`src/bvrm_pkg.sv`:
```
// Shared types, constants and command structures for the battery voltage monitor.
package bvrm_pkg;

	localparam int SAMPLES_PER_READING = 8;
	localparam int SAMPLE_W = 12;
	localparam int IDX_W = (SAMPLES_PER_READING > 1) ? $clog2(SAMPLES_PER_READING) : 1;
	localparam int SUM_W = SAMPLE_W + IDX_W;
	localparam int CAL_W = 12;
	localparam int PROD_W = CAL_W + SAMPLE_W;
	localparam int NUM_W = 37;
	localparam int DEN_W = 24;
	localparam int MV_W = 13;
	localparam int DIV_STEPS = NUM_W;
	localparam int CNT_W = $clog2(DIV_STEPS);

	localparam logic [15:0] CAL_LOW = 16'd1000;
	localparam logic [15:0] CAL_HIGH = 16'd3000;
	localparam logic [CAL_W-1:0] DEFAULT_CAL_RESET = 12'd1652;
	localparam logic [12:0] MV_SCALE = 13'd6000;
	localparam logic [MV_W-1:0] MV_LIMIT = 13'd5000;

	localparam logic REG_FACTORY_CAL = 1'b0;
	localparam logic REG_DEFAULT_CAL = 1'b1;

	localparam logic CMD_SAMPLE = 1'b0;
	localparam logic CMD_TIMEOUT = 1'b1;

	typedef enum logic [1:0] {
		CODE_OK = 2'd0,
		CODE_TIMEOUT = 2'd1,
		CODE_REF_ZERO = 2'd2
	} result_code_t;

	typedef enum logic [2:0] {
		ST_IDLE,
		ST_MUL1,
		ST_MUL2,
		ST_ADD,
		ST_DIV,
		ST_EMIT
	} state_t;

	typedef struct packed {
		logic acc;
		logic restart;
		logic mul1;
		logic mul2;
		logic add;
		logic div_step;
		logic load;
		result_code_t code;
	} dp_cmd_t;

	typedef struct packed {
		logic last;
		logic battery;
		logic ref_zero;
	} dp_stat_t;

endpackage

```
`src/bvrm_ctrl.sv`:
```
// Controller state machine that sequences accumulation, multiply, divide and output.
module bvrm_ctrl (
	input  logic               clk,
	input  logic               arst_n,
	input  logic               s_tvalid,
	output logic               s_tready,
	input  logic               in_cmd,
	output logic               m_tvalid,
	input  logic               m_tready,
	input  bvrm_pkg::dp_stat_t dp_stat,
	output bvrm_pkg::dp_cmd_t  dp_cmd
);
	import bvrm_pkg::*;

	state_t state_q, state_d;
	result_code_t code_q, code_d;
	logic [CNT_W-1:0] cnt_q, cnt_d;
	logic out_valid_q;
	logic accept;
	logic load;

	assign accept = s_tvalid && s_tready;
	assign load = (state_q == ST_EMIT) && (!out_valid_q || m_tready);

	always_comb begin
		state_d = state_q;
		code_d = code_q;
		cnt_d = cnt_q;
		case (state_q)
			ST_IDLE: begin
				if (accept) begin
					if (in_cmd == CMD_TIMEOUT) begin
						state_d = ST_EMIT;
						code_d = CODE_TIMEOUT;
					end else if (dp_stat.last && dp_stat.battery) begin
						if (dp_stat.ref_zero) begin
							state_d = ST_EMIT;
							code_d = CODE_REF_ZERO;
						end else begin
							state_d = ST_MUL1;
							code_d = CODE_OK;
						end
					end
				end
			end
			ST_MUL1: state_d = ST_MUL2;
			ST_MUL2: state_d = ST_ADD;
			ST_ADD: begin
				state_d = ST_DIV;
				cnt_d = CNT_W'(DIV_STEPS - 1);
			end
			ST_DIV: begin
				if (cnt_q == '0) begin
					state_d = ST_EMIT;
				end else begin
					cnt_d = cnt_q - 1'b1;
				end
			end
			ST_EMIT: begin
				if (load) begin
					state_d = ST_IDLE;
				end
			end
			default: state_d = ST_IDLE;
		endcase
	end

	always_comb begin
		s_tready = (state_q == ST_IDLE);
		dp_cmd.acc = accept && (in_cmd == CMD_SAMPLE);
		dp_cmd.restart = accept && (in_cmd == CMD_TIMEOUT);
		dp_cmd.mul1 = (state_q == ST_MUL1);
		dp_cmd.mul2 = (state_q == ST_MUL2);
		dp_cmd.add = (state_q == ST_ADD);
		dp_cmd.div_step = (state_q == ST_DIV);
		dp_cmd.load = load;
		dp_cmd.code = code_q;
	end

	assign m_tvalid = out_valid_q;

	always_ff @(posedge clk or negedge arst_n) begin
		if (!arst_n) begin
			state_q <= ST_IDLE;
			code_q <= CODE_OK;
			cnt_q <= '0;
			out_valid_q <= 1'b0;
		end else begin
			state_q <= state_d;
			code_q <= code_d;
			cnt_q <= cnt_d;
			if (load) begin
				out_valid_q <= 1'b1;
			end else if (m_tready) begin
				out_valid_q <= 1'b0;
			end
		end
	end

endmodule

```
`src/bvrm_dp.sv`:
```
// Datapath with sample averaging, calibration registers, multiplier and restoring divider.
module bvrm_dp (
	input  logic                              clk,
	input  logic                              arst_n,
	input  logic                              cfg_valid,
	input  logic                              cfg_index,
	input  logic [15:0]                       cfg_data,
	input  logic [bvrm_pkg::SAMPLE_W-1:0]     in_sample,
	input  bvrm_pkg::dp_cmd_t                 dp_cmd,
	output bvrm_pkg::dp_stat_t                dp_stat,
	output logic [bvrm_pkg::MV_W-1:0]         out_mv,
	output bvrm_pkg::result_code_t            out_status,
	output logic                              out_clipped
);
	import bvrm_pkg::*;

	logic [15:0] factory_cal_q;
	logic [CAL_W-1:0] default_cal_q;
	logic battery_q;
	logic [IDX_W-1:0] idx_q;
	logic [SUM_W-1:0] sum_q;
	logic [SAMPLE_W-1:0] ref_avg_q;
	logic [SAMPLE_W-1:0] vbat_avg_q;
	logic [PROD_W-1:0] prod_q;
	logic [NUM_W-1:0] num_q;
	logic [DEN_W-1:0] den_q;
	logic [NUM_W-1:0] quo_q;
	logic [DEN_W-1:0] rem_q;
	logic [MV_W-1:0] mv_q;
	result_code_t status_q;
	logic clipped_q;

	logic [SUM_W-1:0] sum_next;
	logic [SUM_W-1:0] avg_full;
	logic last;
	logic [CAL_W-1:0] cal;
	logic [DEN_W:0] trial;
	logic take;
	logic over;

	assign sum_next = sum_q + SUM_W'(in_sample);
	assign avg_full = sum_next / SUM_W'(SAMPLES_PER_READING);
	assign last = (idx_q == IDX_W'(SAMPLES_PER_READING - 1));

	assign dp_stat.last = last;
	assign dp_stat.battery = battery_q;
	assign dp_stat.ref_zero = (ref_avg_q == '0);

	assign cal = (factory_cal_q < CAL_LOW || factory_cal_q > CAL_HIGH) ?
		default_cal_q : factory_cal_q[CAL_W-1:0];

	assign trial = {rem_q, quo_q[NUM_W-1]};
	assign take = (trial >= {1'b0, den_q});
	assign over = (quo_q > NUM_W'(MV_LIMIT));

	always_ff @(posedge clk or negedge arst_n) begin
		if (!arst_n) begin
			factory_cal_q <= '0;
			default_cal_q <= DEFAULT_CAL_RESET;
			battery_q <= 1'b0;
			idx_q <= '0;
			sum_q <= '0;
			ref_avg_q <= '0;
		end else begin
			if (cfg_valid) begin
				if (cfg_index == REG_FACTORY_CAL) begin
					factory_cal_q <= cfg_data;
				end else begin
					default_cal_q <= cfg_data[CAL_W-1:0];
				end
			end
			if (dp_cmd.restart) begin
				battery_q <= 1'b0;
				idx_q <= '0;
				sum_q <= '0;
			end else if (dp_cmd.acc) begin
				if (last) begin
					idx_q <= '0;
					sum_q <= '0;
					battery_q <= !battery_q;
					if (!battery_q) begin
						ref_avg_q <= avg_full[SAMPLE_W-1:0];
					end
				end else begin
					idx_q <= idx_q + 1'b1;
					sum_q <= sum_next;
				end
			end
		end
	end

	always_ff @(posedge clk) begin
		if (dp_cmd.acc && last && battery_q) begin
			vbat_avg_q <= avg_full[SAMPLE_W-1:0];
		end
		if (dp_cmd.mul1) begin
			prod_q <= PROD_W'(cal) * PROD_W'(vbat_avg_q);
		end
		if (dp_cmd.mul2) begin
			num_q <= NUM_W'(prod_q) * NUM_W'(MV_SCALE);
			den_q <= {ref_avg_q, {(DEN_W - SAMPLE_W){1'b0}}} - DEN_W'(ref_avg_q);
		end
		if (dp_cmd.add) begin
			quo_q <= num_q + NUM_W'(den_q[DEN_W-1:1]);
			rem_q <= '0;
		end else if (dp_cmd.div_step) begin
			quo_q <= {quo_q[NUM_W-2:0], take};
			rem_q <= take ? DEN_W'(trial - {1'b0, den_q}) : trial[DEN_W-1:0];
		end
		if (dp_cmd.load) begin
			status_q <= dp_cmd.code;
			if (dp_cmd.code != CODE_OK) begin
				mv_q <= '0;
				clipped_q <= 1'b0;
			end else if (over) begin
				mv_q <= MV_LIMIT;
				clipped_q <= 1'b1;
			end else begin
				mv_q <= quo_q[MV_W-1:0];
				clipped_q <= 1'b0;
			end
		end
	end

	assign out_mv = mv_q;
	assign out_status = status_q;
	assign out_clipped = clipped_q;

endmodule

```
`src/battery_voltage_ratiometric_monitor.sv`:
```
// Top level of the reference-compensated battery voltage monitor.
// The input stream carries one ADC conversion per beat: s_tdata holds the 12-bit
// sample and s_tuser says whether the beat is a sample or a conversion timeout.
// The first eight samples of a reading are the internal reference, the next
// eight are the battery divider. A timeout beat aborts the reading and yields a
// result beat with status timeout. Sample beats are taken back to back while
// the block is idle. Unless the reference average is zero, the last battery beat
// starts the result computation: the multiply steps ST_MUL1 and ST_MUL2, the add
// step ST_ADD and a restoring divider that retires one quotient bit per cycle.
// s_tready stays low until the result is loaded into the output register.
// Configuration writes on the cfg channel are always taken; index 0
// is the factory calibration word, index 1 the default calibration.
// Reset clears the reading in progress, the reference average and both
// calibration registers to their defaults. The result waits in an output register
// while m_tready is low; the block keeps taking sample beats meanwhile and stalls
// only when a new result is ready before the old one has gone.
module battery_voltage_ratiometric_monitor (
	input  logic        clk,
	input  logic        arst_n,
	input  logic        s_tvalid,
	output logic        s_tready,
	input  logic [15:0] s_tdata,  // [11:0] sample, zero padded
	input  logic [0:0]  s_tuser,  // [0] cmd
	output logic        m_tvalid,
	input  logic        m_tready,
	output logic [15:0] m_tdata,  // [12:0] battery_mv, zero padded
	output logic [2:0]  m_tuser,  // [1:0] status, [2] clipped
	input  logic        cfg_valid,
	output logic        cfg_ready,
	input  logic        cfg_index,
	input  logic [15:0] cfg_data
);
	import bvrm_pkg::*;

	dp_cmd_t dp_cmd;
	dp_stat_t dp_stat;
	logic [MV_W-1:0] out_mv;
	result_code_t out_status;
	logic out_clipped;

	assign cfg_ready = 1'b1;

	bvrm_ctrl u_ctrl (
		.clk      (clk),
		.arst_n   (arst_n),
		.s_tvalid (s_tvalid),
		.s_tready (s_tready),
		.in_cmd   (s_tuser[0]),
		.m_tvalid (m_tvalid),
		.m_tready (m_tready),
		.dp_stat  (dp_stat),
		.dp_cmd   (dp_cmd)
	);

	bvrm_dp u_dp (
		.clk         (clk),
		.arst_n      (arst_n),
		.cfg_valid   (cfg_valid),
		.cfg_index   (cfg_index),
		.cfg_data    (cfg_data),
		.in_sample   (s_tdata[SAMPLE_W-1:0]),
		.dp_cmd      (dp_cmd),
		.dp_stat     (dp_stat),
		.out_mv      (out_mv),
		.out_status  (out_status),
		.out_clipped (out_clipped)
	);

	assign m_tdata = {{(16 - MV_W){1'b0}}, out_mv};
	assign m_tuser = {out_clipped, out_status};

endmodule

```
`config.mk`:
```
export PLATFORM = sky130hd
export DESIGN_NAME = battery_voltage_ratiometric_monitor
export DESIGN_NICKNAME = d
export VERILOG_FILES = /design/src/bvrm_pkg.sv /design/src/bvrm_ctrl.sv /design/src/bvrm_dp.sv /design/src/battery_voltage_ratiometric_monitor.sv
export SDC_FILE = /design/constraint.sdc
export NUM_CORES = 1
export LEC_CHECK = 0
export BUFFER_PORTS_ARGS = -buffer_cell sky130_fd_sc_hd__buf_2
export CAP_MARGIN = 20
export CORE_ASPECT_RATIO = 1.1
export CORE_MARGIN = 2
export CORE_UTILIZATION = 50
export CTS_CLUSTER_DIAMETER = 150
export DETAILED_ROUTE_END_ITERATION = 7
export GPL_TIMING_DRIVEN = 0
export HOLD_SLACK_MARGIN = 0.03
export PLACE_DENSITY = 0.66
export SLEW_MARGIN = 20
export SYNTH_ARGS = -nofsm -noshare
export SYNTH_HDL_FRONTEND = slang
export SYNTH_SLANG_ARGS = --single-unit
```
`constraint.sdc`:
```
create_clock -name clk -period 11.9 [get_ports clk]
set_input_delay 0 -clock clk [delete_from_list [all_inputs] [get_ports clk]]
set_output_delay 0 -clock clk [all_outputs]
set_load 0.01 [all_outputs]
```
==> impl_metrics.ini, run 1 <==
[worst_setup_path]
worst_path_max_delay_cell = fa_1
worst-endpoint-arrival_ns = 7.67
cp-startpoint = u_dp.factory_cal_q[0]
max_stage_delay_ns = 0.59
worst-r2r-cell-count = 25
cpMostUsedCell = fa_1
r2r_end = u_dp.prod_q[23]
criticalPathCategory = reg -> reg
cp_max_fo = 10
start_kind = flip-flop
required_ns = 12.17
reg2reg_from = u_dp.factory_cal_q[0]
end_kind = flip-flop
crit_end = u_dp.prod_q[23]
rrSetupSlack_ns = 4.50

[sta]
rsz0062_at_grt = false
slew-limit-headroom = 0.420
hold_viol_final = 0
fin_ws_ns = 4.50
finalCritPeriodShare = 0.622
tightest_slew_ns = 0.863
setup_violations = 0
slew_viol_final = 0
fin_skew_ns = 0.0422
min_period_ns = 7.40
clock.fmax_mhz = 135
tns_ns = 0

[synthesis]
syn_area_per_cell_um2 = 10.2
async_flop_share = 0.295
yosys.area.top_type = edfxtp_1
synth.cell_area_um2 = 22100
ys_ff_latch = 241
synth_ff_type = edfxtp_1
yosys_warnings = 0
netlist.area_leader.share = 0.199
synthCells = 2166
ys_seq_area_frac = 0.301
synthTopCellsByArea = edfxtp_1, fa_1, ha_1
synth-edff-count = 146
ys_types = 84

[final_layout]
nets = 2754
drive_above_1_share = 0.0874
layoutNonFillerInstCount = 2885
synthToLayoutAreaGrowth_pct = 11.1
num-fill-cells = 3802
final_area_um2 = 24500
antenna_cells = 0

[place]
dpl.cell_count = 2799
dpl_worst_slack_ns = 4.51
hpwlAfterDp_mm = 37.2
place.gp.congestion = 0.898
io_buffers = 51
post_dp_cell_area_um2 = 23200

[routing]
wl_per_cell_um = 16.1
dr.pass1.iters = 5
viasPerCell = 5.38
drtAntennaViolNets = 0
vias = 15500
drc = 0
drt_wl_total_mm = 46.5
initialDrtViolationCount = 686

[clock_network]
cts.sinks = 241
cts_resized = 0
clockRootBuffer = clkbuf_16
cts.path.max_buffers = 3
cts-buffers-inserted = 28
clk_latency_ns = 0.58
clkTransAtPathRegs_ns = 0.06
cts_tree = yes
cts-htree-levels = 1

[run]
drv_cap = 0

[global_routing]
antenna_found_initial = 0
grt_usage = 0.212
grt_pass1_vias = 16100
gr-total-overflow = 0
grt_max_degree = 52
grt_pass1_wl_mm = 79.0

[floorplanning]
die_y_um = 224
die_area_um2 = 45800
start_util = 0.508
core_area_um2 = 43400
io_pins = 61
die-width_um = 204
rows = 80

[hold_path]
hold_class = in -> reg

[run_status]
status = complete, no violations
[worst max-delay path: cells and delay by family, from the launching register on]
| kind | cells | cell delay (ns) |
|---|---|---|
| adder cells (fa/ha/maj) | 6 | 3.00 |
| AO/OA/AOI/OAI | 8 | 1.66 |
| AND/OR/NAND/NOR | 5 | 1.03 |
| buffers and inverters | 4 | 0.50 |
| flip-flops | 1 | 0.38 |
| multiplexers | 1 | 0.37 |
| XOR/XNOR | 1 | 0.13 |
[state kept, by name, summed over array words and instances (netlist names)]
name / flops
u_dp.quo_q: 37
u_dp.sum_q: 15
u_ctrl.m_tvalid: 1
u_dp.ref_avg_q: 12
u_dp.out_status: 2
u_dp.den_q: 24
u_ctrl.cnt_q: 6
u_dp.default_cal_q: 12
u_dp.prod_q: 24
u_dp.idx_q: 3
u_dp.battery_q: 1
u_dp.num_q: 33
u_ctrl.code_q: 2
u_dp.out_mv: 13
u_dp.rem_q: 24
u_dp.factory_cal_q: 16
u_ctrl.state_q: 3
u_dp.out_clipped: 1
u_dp.vbat_avg_q: 12
[metal layers]
metal  routed length (µm)  GRT usage
met5                    0          0
met2                23100      0.377
met3                 1630     0.0203
met1                19800      0.265
met4                 1970     0.0863
[repair_timing]
item,4_1_cts,5_1_grt
hold buffers,34,0
hold endpoints to repair,120,0
buffers inserted,0,0
[worst min-delay path by stage]
| stage | to | cells after the start | start | slack, ns |
|---|---|---|---|---|
| detailed placement | u_dp.default_cal_q[7] | 1 | arst_n | -0.09 |
| finish | u_dp.vbat_avg_q[5] | 3 | s_tdata[8] | 0.06 |
| global route | u_dp.vbat_avg_q[5] | 3 | s_tdata[8] | 0.04 |
| global placement | u_dp.factory_cal_q[12] | 2 | cfg_data[12] | 0.24 |
| CTS | u_dp.vbat_avg_q[5] | 3 | s_tdata[8] | 0.03 |
| floorplan | u_ctrl.cnt_q[0] | 0 | arst_n | -0.30 |
[through the flow]
stage                      util  hold slack (ns)
final                     0.564           0.0562
after floorplan               -           -0.296
after global routing      0.564           0.0355
after CTS                 0.564           0.0320
after detailed placement  0.533          -0.0874
after global placement    0.530            0.235
[cell usage after synthesis, drive strengths merged (16+ instances only)]
cell and number:
o21bai 18, and2 81, o21ai 104, a21o 37, a21oi 75, o31ai 16, clkbuf 42, buf 20
fa 211, nand2 204, xor2 35, dfxtp 24, mux2i 23, a22o 16, or3 16, dfrtp 65
edfxtp 146, nor2b 18, xnor2 73, inv 338, o21a 20, nand3 29, mux2 55, nor2 87
nor3 30, ha 215
[cell usage in the layout (no fill, tap or decap), types with 12 or more instances in the layout]
cell type / synthesis / final
o21ai_1: 30 / 30
o21ai_0: 74 / 74
dfrtp_1: 65 / 65
o21bai_1: 18 / 18
edfxtp_1: 146 / 146
and2_1: 80 / 80
xnor2_1: 73 / 73
ha_1: 215 / 215
mux2_2: 45 / 45
dlygate4sd3_1: 0 / 34
or3_1: 15 / 15
nor2_1: 86 / 84
inv_1: 338 / 337
clkbuf_1: 42 / 45
nor2b_1: 18 / 17
and3_1: 13 / 13
xor2_1: 35 / 35
nand2_1: 203 / 203
nor3_1: 30 / 30
o21a_1: 20 / 20
a21oi_1: 74 / 74
nand4_1: 13 / 13
fa_1: 211 / 211
a21o_1: 37 / 37
a211oi_1: 12 / 12
buf_2: 10 / 60
dfxtp_1: 24 / 24
clkbuf_16: 0 / 28
a22o_1: 16 / 16
a31oi_1: 14 / 14
o31ai_1: 15 / 15
mux2i_1: 23 / 23
nand3_1: 29 / 29
nand2b_1: 15 / 15
[layout make-up]
cell class | instances | area [µm²] | share of cell area
Clock inverter | 20 | 275 | 0.0112
Inverter | 338 | 1270 | 0.0518
Buffer | 62 | 292 | 0.0119
Multi-Input combinational cell | 1527 | 13900 | 0.566
Timing Repair Buffer | 91 | 708 | 0.0289
Tap cell | 574 | 718 | 0.0293
Sequential cell | 241 | 6650 | 0.271
Clock buffer | 32 | 726 | 0.0296
[cell families (layout without fill, tap and decap cells)]
logic type,count (synthesis),count (layout),share of synthesized area
AO/OA/AOI/OAI,370,370,0.113
XOR/XNOR,108,108,0.0429
adder cells (fa/ha/maj),426,426,0.313
buffers and inverters,400,543,0.0707
flip-flops,241,241,0.301
multiplexers,78,78,0.0385
other,2,4,0.000340
AND/OR/NAND/NOR,541,541,0.120
Power of run 1 is not shown: default switching activity piles up to over one toggle a cycle in this logic, so the estimate is an artifact.
==> inputs of run 2 (changes only) <==
- clock period: 11.9 -> 7.35 ns (I/O delays scaled with it)
==> run 2 against run 1 <==
  * Highest routed layer unchanged
  * Design area grew 0.52%
  * First-iteration DRC count grew 2.9%
  * Routed wire length grew 0.38%
  * Die area is the same
  * Fmax grew 3.8%
  * Worst setup slack lost 4.3 ns
  * Via count is the same
  * Flip-flop and latch count is the same
  * Register-to-register slack lost 4.3 ns
  * Sequential share of layout area shrank 0.14 points
  * Non-clock buffer count grew 2
==> impl_metrics.ini, run 2 (synthesis gave the netlist of run 1 again) <==
[routing]
dr.pass1.iters = 5
drc = 0
initialDrtViolationCount = 706
drt_wl_total_mm = 46.7
vias = 15500
drtAntennaViolNets = 0
wl_per_cell_um = 16.2
viasPerCell = 5.38

[final_layout]
largest_reg_flops = 37
layoutNonFillerInstCount = 2887
reg.largest.list = u_dp.quo_q x37, u_dp.num_q x33
layout_common_cells = inv_1, ha_1, fa_1
drive_above_1_share = 0.0942
largest-register = u_dp.quo_q
nets = 2756
antenna_cells = 0
final_common_cell = inv_1
synthToLayoutAreaGrowth_pct = 11.7

[worst_setup_path]
worst_path_max_delay_cell = fa_1
end_kind = flip-flop
reg2reg_from = u_dp.factory_cal_q[0]
r2r_end = u_dp.prod_q[23]
cpMostUsedCell = fa_1
required_ns = 7.63
rrSetupSlack_ns = 0.23
worst-r2r-cell-count = 25
worst-endpoint-arrival_ns = 7.41
max_stage_delay_ns = 0.57
criticalPathCategory = reg -> reg
start_kind = flip-flop
cp_max_fo = 10

[sta]
slew_viol_final = 0
holdWs_ns = 0.0546
slew-limit-headroom = 0.451
hold_viol_final = 0
clock.fmax_mhz = 140
tightest_slew_ns = 0.817
min_period_ns = 7.12
setup_violations = 0
fin_skew_ns = 0.0430
tns_ns = 0
finalCritPeriodShare = 0.969

[hold_path]
worstHoldStart = s_tdata[8]
hold_class = in -> reg
min_path_cells = 3
min_to = u_dp.vbat_avg_q[5]

[place]
hpwlAfterDp_mm = 37.2
io_buffers = 51
place.gp.congestion = 0.898
dpl.cell_count = 2799

[floorplanning]
start_util = 0.508
die-width_um = 204
rows = 80
die_y_um = 224
core_area_um2 = 43400
die_area_um2 = 45800
io_pins = 61

[clock_network]
clk_latency_ns = 0.58
cts.sinks = 241
cts_tree = yes
cts-htree-levels = 1
cts.path.max_buffers = 3
clkTransAtPathRegs_ns = 0.06
cts-buffers-inserted = 28
clockRootBuffer = clkbuf_16

[global_routing]
gr-total-overflow = 0
antenna_found_initial = 0
grt_usage = 0.212
grt_pass1_wl_mm = 79.0
grt_pass1_vias = 16100
grt_max_degree = 52

[run_status]
status = complete, no violations

[run]
drv_cap = 0
## run 2: cell count changes in the layout (fill, tap and decap cells not counted), moves of 2 or more
cell      previous run  this run
a31oi_1             14        12
a31oi_2              1         3
buf_2               60        53
buf_4                9        13
buf_6                1         4
clkbuf_4             0         2
ha_1               215       213
ha_4                 0         2
mux2_1              10         6
mux2_2              45        48
o31ai_1             15        13
## run 2: stage by stage
| step | setup slack, ns | util | area [µm²] |
|---|---|---|---|
| 2_1_floorplan | 0.548 | - | 22100 |
| 3_3_place_gp | -0.0103 | 0.530 | 23000 |
| 3_5_place_dp | -0.0432 | 0.533 | 23200 |
| 4_1_cts | 0.0538 | 0.564 | 24500 |
| 5_1_grt | -0.0256 | 0.567 | 24600 |
| 6_report | 0.226 | 0.567 | 24600 |
## run 2: how the worst max path moves through the flow
stage / from / to / slack, ns / depth (start not counted)
finish: u_dp.factory_cal_q[0] / u_dp.prod_q[23] / 0.23 / 25
global route: u_dp.factory_cal_q[0] / u_dp.prod_q[23] / -0.03 / 27
CTS: u_dp.factory_cal_q[0] / u_dp.prod_q[23] / 0.05 / 24
detailed placement: u_dp.factory_cal_q[0] / u_dp.prod_q[23] / -0.04 / 25
global placement: u_dp.factory_cal_q[0] / u_dp.prod_q[23] / -0.01 / 25
floorplan: u_dp.factory_cal_q[0] / u_dp.prod_q[23] / 0.55 / 25
## run 2: layout make-up
type	count	area, µm²
fill	3789	18800
multi-input combinational	1527	14000
sequential	241	6650
inverter	338	1270
timing repair buffer	94	731
clock buffer	32	726
tap	574	718
buffer	61	313
clock inverter	20	275
## run 2: layer usage
layer	routed length (µm)	GRT usage	vias to the layer above
met2	23200	0.377	279
met5	0	0	-
met4	1960	0.0863	0
met1	19900	0.265	7611
li1	-	-	7542
met3	1550	0.0203	94
## run 2: what timing repair did
action	in CTS	in global routing
resized for setup	2	31
setup endpoints to repair	1	2
pin swaps	0	10
gates cloned	0	1
hold buffers	34	0
endpoints found under the hold margin	120	0
setup buffers	0	2
## run 2: worst max-delay path: cells and delay by family (launching register included)
family	cells	cell delay (ns)
compound gates	8	1.66
xor+xnor	1	0.10
fa+ha+maj	6	2.81
buf+inv	4	0.45
flops	1	0.38
mux	1	0.36
simple gates	5	1.06
Power of run 2 is left out for the same reason.
==> inputs of run 3 (changes only) <==
- MAX_ROUTING_LAYER: unset -> met4
==> run 3 against run 2 <==
  * Die area unchanged
  * First-iteration DRC count down 6.1%
  * Clock skew decreased by 0.0011 ns
  * Fmax increased by 0.38%
  * Cell count down 0.14%
  * Worst setup slack gained 0.027 ns
  * Critical endpoint unchanged
  * Largest cell class unchanged
  * Highest routed layer unchanged
==> impl_metrics.ini, run 3 (synthesis gave the netlist of run 1 again) <==
[floorplanning]
die_area_um2 = 45800
die-width_um = 204
die_y_um = 224
start_util = 0.508
rows = 80
core_area_um2 = 43400
io_pins = 61

[sta]
min_period_ns = 7.10
slew-limit-headroom = 0.487
clock.fmax_mhz = 141
fin_skew_ns = 0.0419
slew_viol_final = 0
hold_viol_final = 0
setup_violations = 0
finalCritPeriodShare = 0.966
tightest_slew_ns = 0.763

[worst_setup_path]
criticalPathCategory = reg -> reg
end_kind = flip-flop
required_ns = 7.62
cp_max_fo = 10
start_kind = flip-flop
worst-endpoint-arrival_ns = 7.37

[place]
hpwlAfterDp_mm = 37.6
place.gp.congestion = 0.910
post_dp_cell_area_um2 = 23200
io_buffers = 51

[final_layout]
antenna_cells = 0
synthToLayoutAreaGrowth_pct = 11.4
reg.largest.list = u_dp.quo_q x37, u_dp.num_q x33
largest_reg_flops = 37
drive_above_1_share = 0.0948
final_common_cell = inv_1
layout_common_cells = inv_1, ha_1, fa_1
nets = 2755
largest-register = u_dp.quo_q
final_area_um2 = 24600
num-fill-cells = 3763

[routing]
drc = 0
viasPerCell = 5.37
wl_per_cell_um = 16.3
initialDrtViolationCount = 663
drt_wl_total_mm = 46.9
vias = 15500
dr.pass1.iters = 7
drtAntennaViolNets = 0

[clock_network]
clockRootBuffer = clkbuf_16
cts.sinks = 241
cts.path.max_buffers = 3
clk_latency_ns = 0.57
cts-buffers-inserted = 28
cts_tree = yes
clkTransAtPathRegs_ns = 0.06
cts-htree-levels = 1

[hold_path]
hold_class = in -> reg

[global_routing]
grt_max_degree = 56
grt_pass1_vias = 16300
antenna_found_initial = 0
grt_usage = 0.221
gr-total-overflow = 0
grt_pass1_wl_mm = 80.0

[run]
drv_cap = 0

[run_status]
status = complete, no violations
[run 3: final timing paths]
kind	start	end	slack [ns]	cells past startpoint
worst max-delay path	u_dp.factory_cal_q[0]	u_dp.prod_q[23]	0.25	25
worst min-delay path	s_tdata[7]	u_dp.vbat_avg_q[4]	0.04	3
worst max register to register	u_dp.factory_cal_q[0]	u_dp.prod_q[23]	0.25	25
worst min register to register	u_dp.rem_q[8]	u_dp.rem_q[8]	0.47	2
max in group asynchronous	arst_n	u_dp.factory_cal_q[12]	5.79	4
min in group asynchronous	arst_n	u_dp.default_cal_q[10]	0.54	3
[run 3: layout make-up]
type	count	area (µm²)	area share
clock inverter	12	163	0.00662
buffer	62	322	0.0131
inverter	338	1270	0.0516
sequential	241	6650	0.271
timing repair buffer	92	718	0.0292
multi-input combinational	1527	14000	0.568
tap	574	718	0.0292
clock buffer	37	774	0.0315
[run 3: stage by stage]
| step | TNS (ns) | std cells | hold WS (ns) | utilization | setup slack, ns |
|---|---|---|---|---|---|
| 3_3_place_gp | -0.0196 | 2793 | 0.236 | 0.530 | -0.0196 |
| 6_report | 0 | 2883 | 0.0445 | 0.566 | 0.253 |
| 2_1_floorplan | 0 | 2168 | -0.296 | - | 0.548 |
| 4_1_cts | 0 | 2880 | 0.0312 | 0.563 | 0.0240 |
| 3_5_place_dp | -0.0511 | 2799 | -0.111 | 0.533 | -0.0511 |
| 5_1_grt | -0.0819 | 2883 | 0.0464 | 0.566 | -0.0505 |
[run 3: critical path, cell delays in order, from the launching register on]
cell and delay (ns):
dfrtp_1 0.38, or3_1 0.40, a41oi_2 0.20, nor2_1 0.07
nor3_2 0.24, or2_1 0.15, buf_6 0.14, mux2_2 0.37
buf_4 0.19, and2_1 0.18, fa_1 0.55, fa_1 0.43
fa_1 0.47, fa_1 0.58, inv_1 0.07, fa_1 0.54
inv_1 0.07, ha_4 0.26, a21o_1 0.15, a21oi_1 0.13
o21bai_1 0.07, a21o_1 0.17, a221o_1 0.38, a211o_1 0.29
a31oi_2 0.20, xnor2_1 0.10
[run 3: per-layer routing]
metal / routed length [µm] / GRT usage / up-vias
met1: 20100 / 0.267 / 7628
met5: 0 / - / -
met2: 24100 / 0.394 / 268
met3: 1350 / 0.0196 / 69
li1: - / - / 7522
met4: 1350 / 0.0619 / 0
[run 3: what timing repair did]
action                                 CTS  global route
endpoints found under the hold margin  117             0
pin swaps                                0            12
setup endpoints to repair                1             2
buffers inserted                         0             3
hold buffers                            32             0
gates resized for setup                  2            39
Power of run 3 is left out for the same reason.
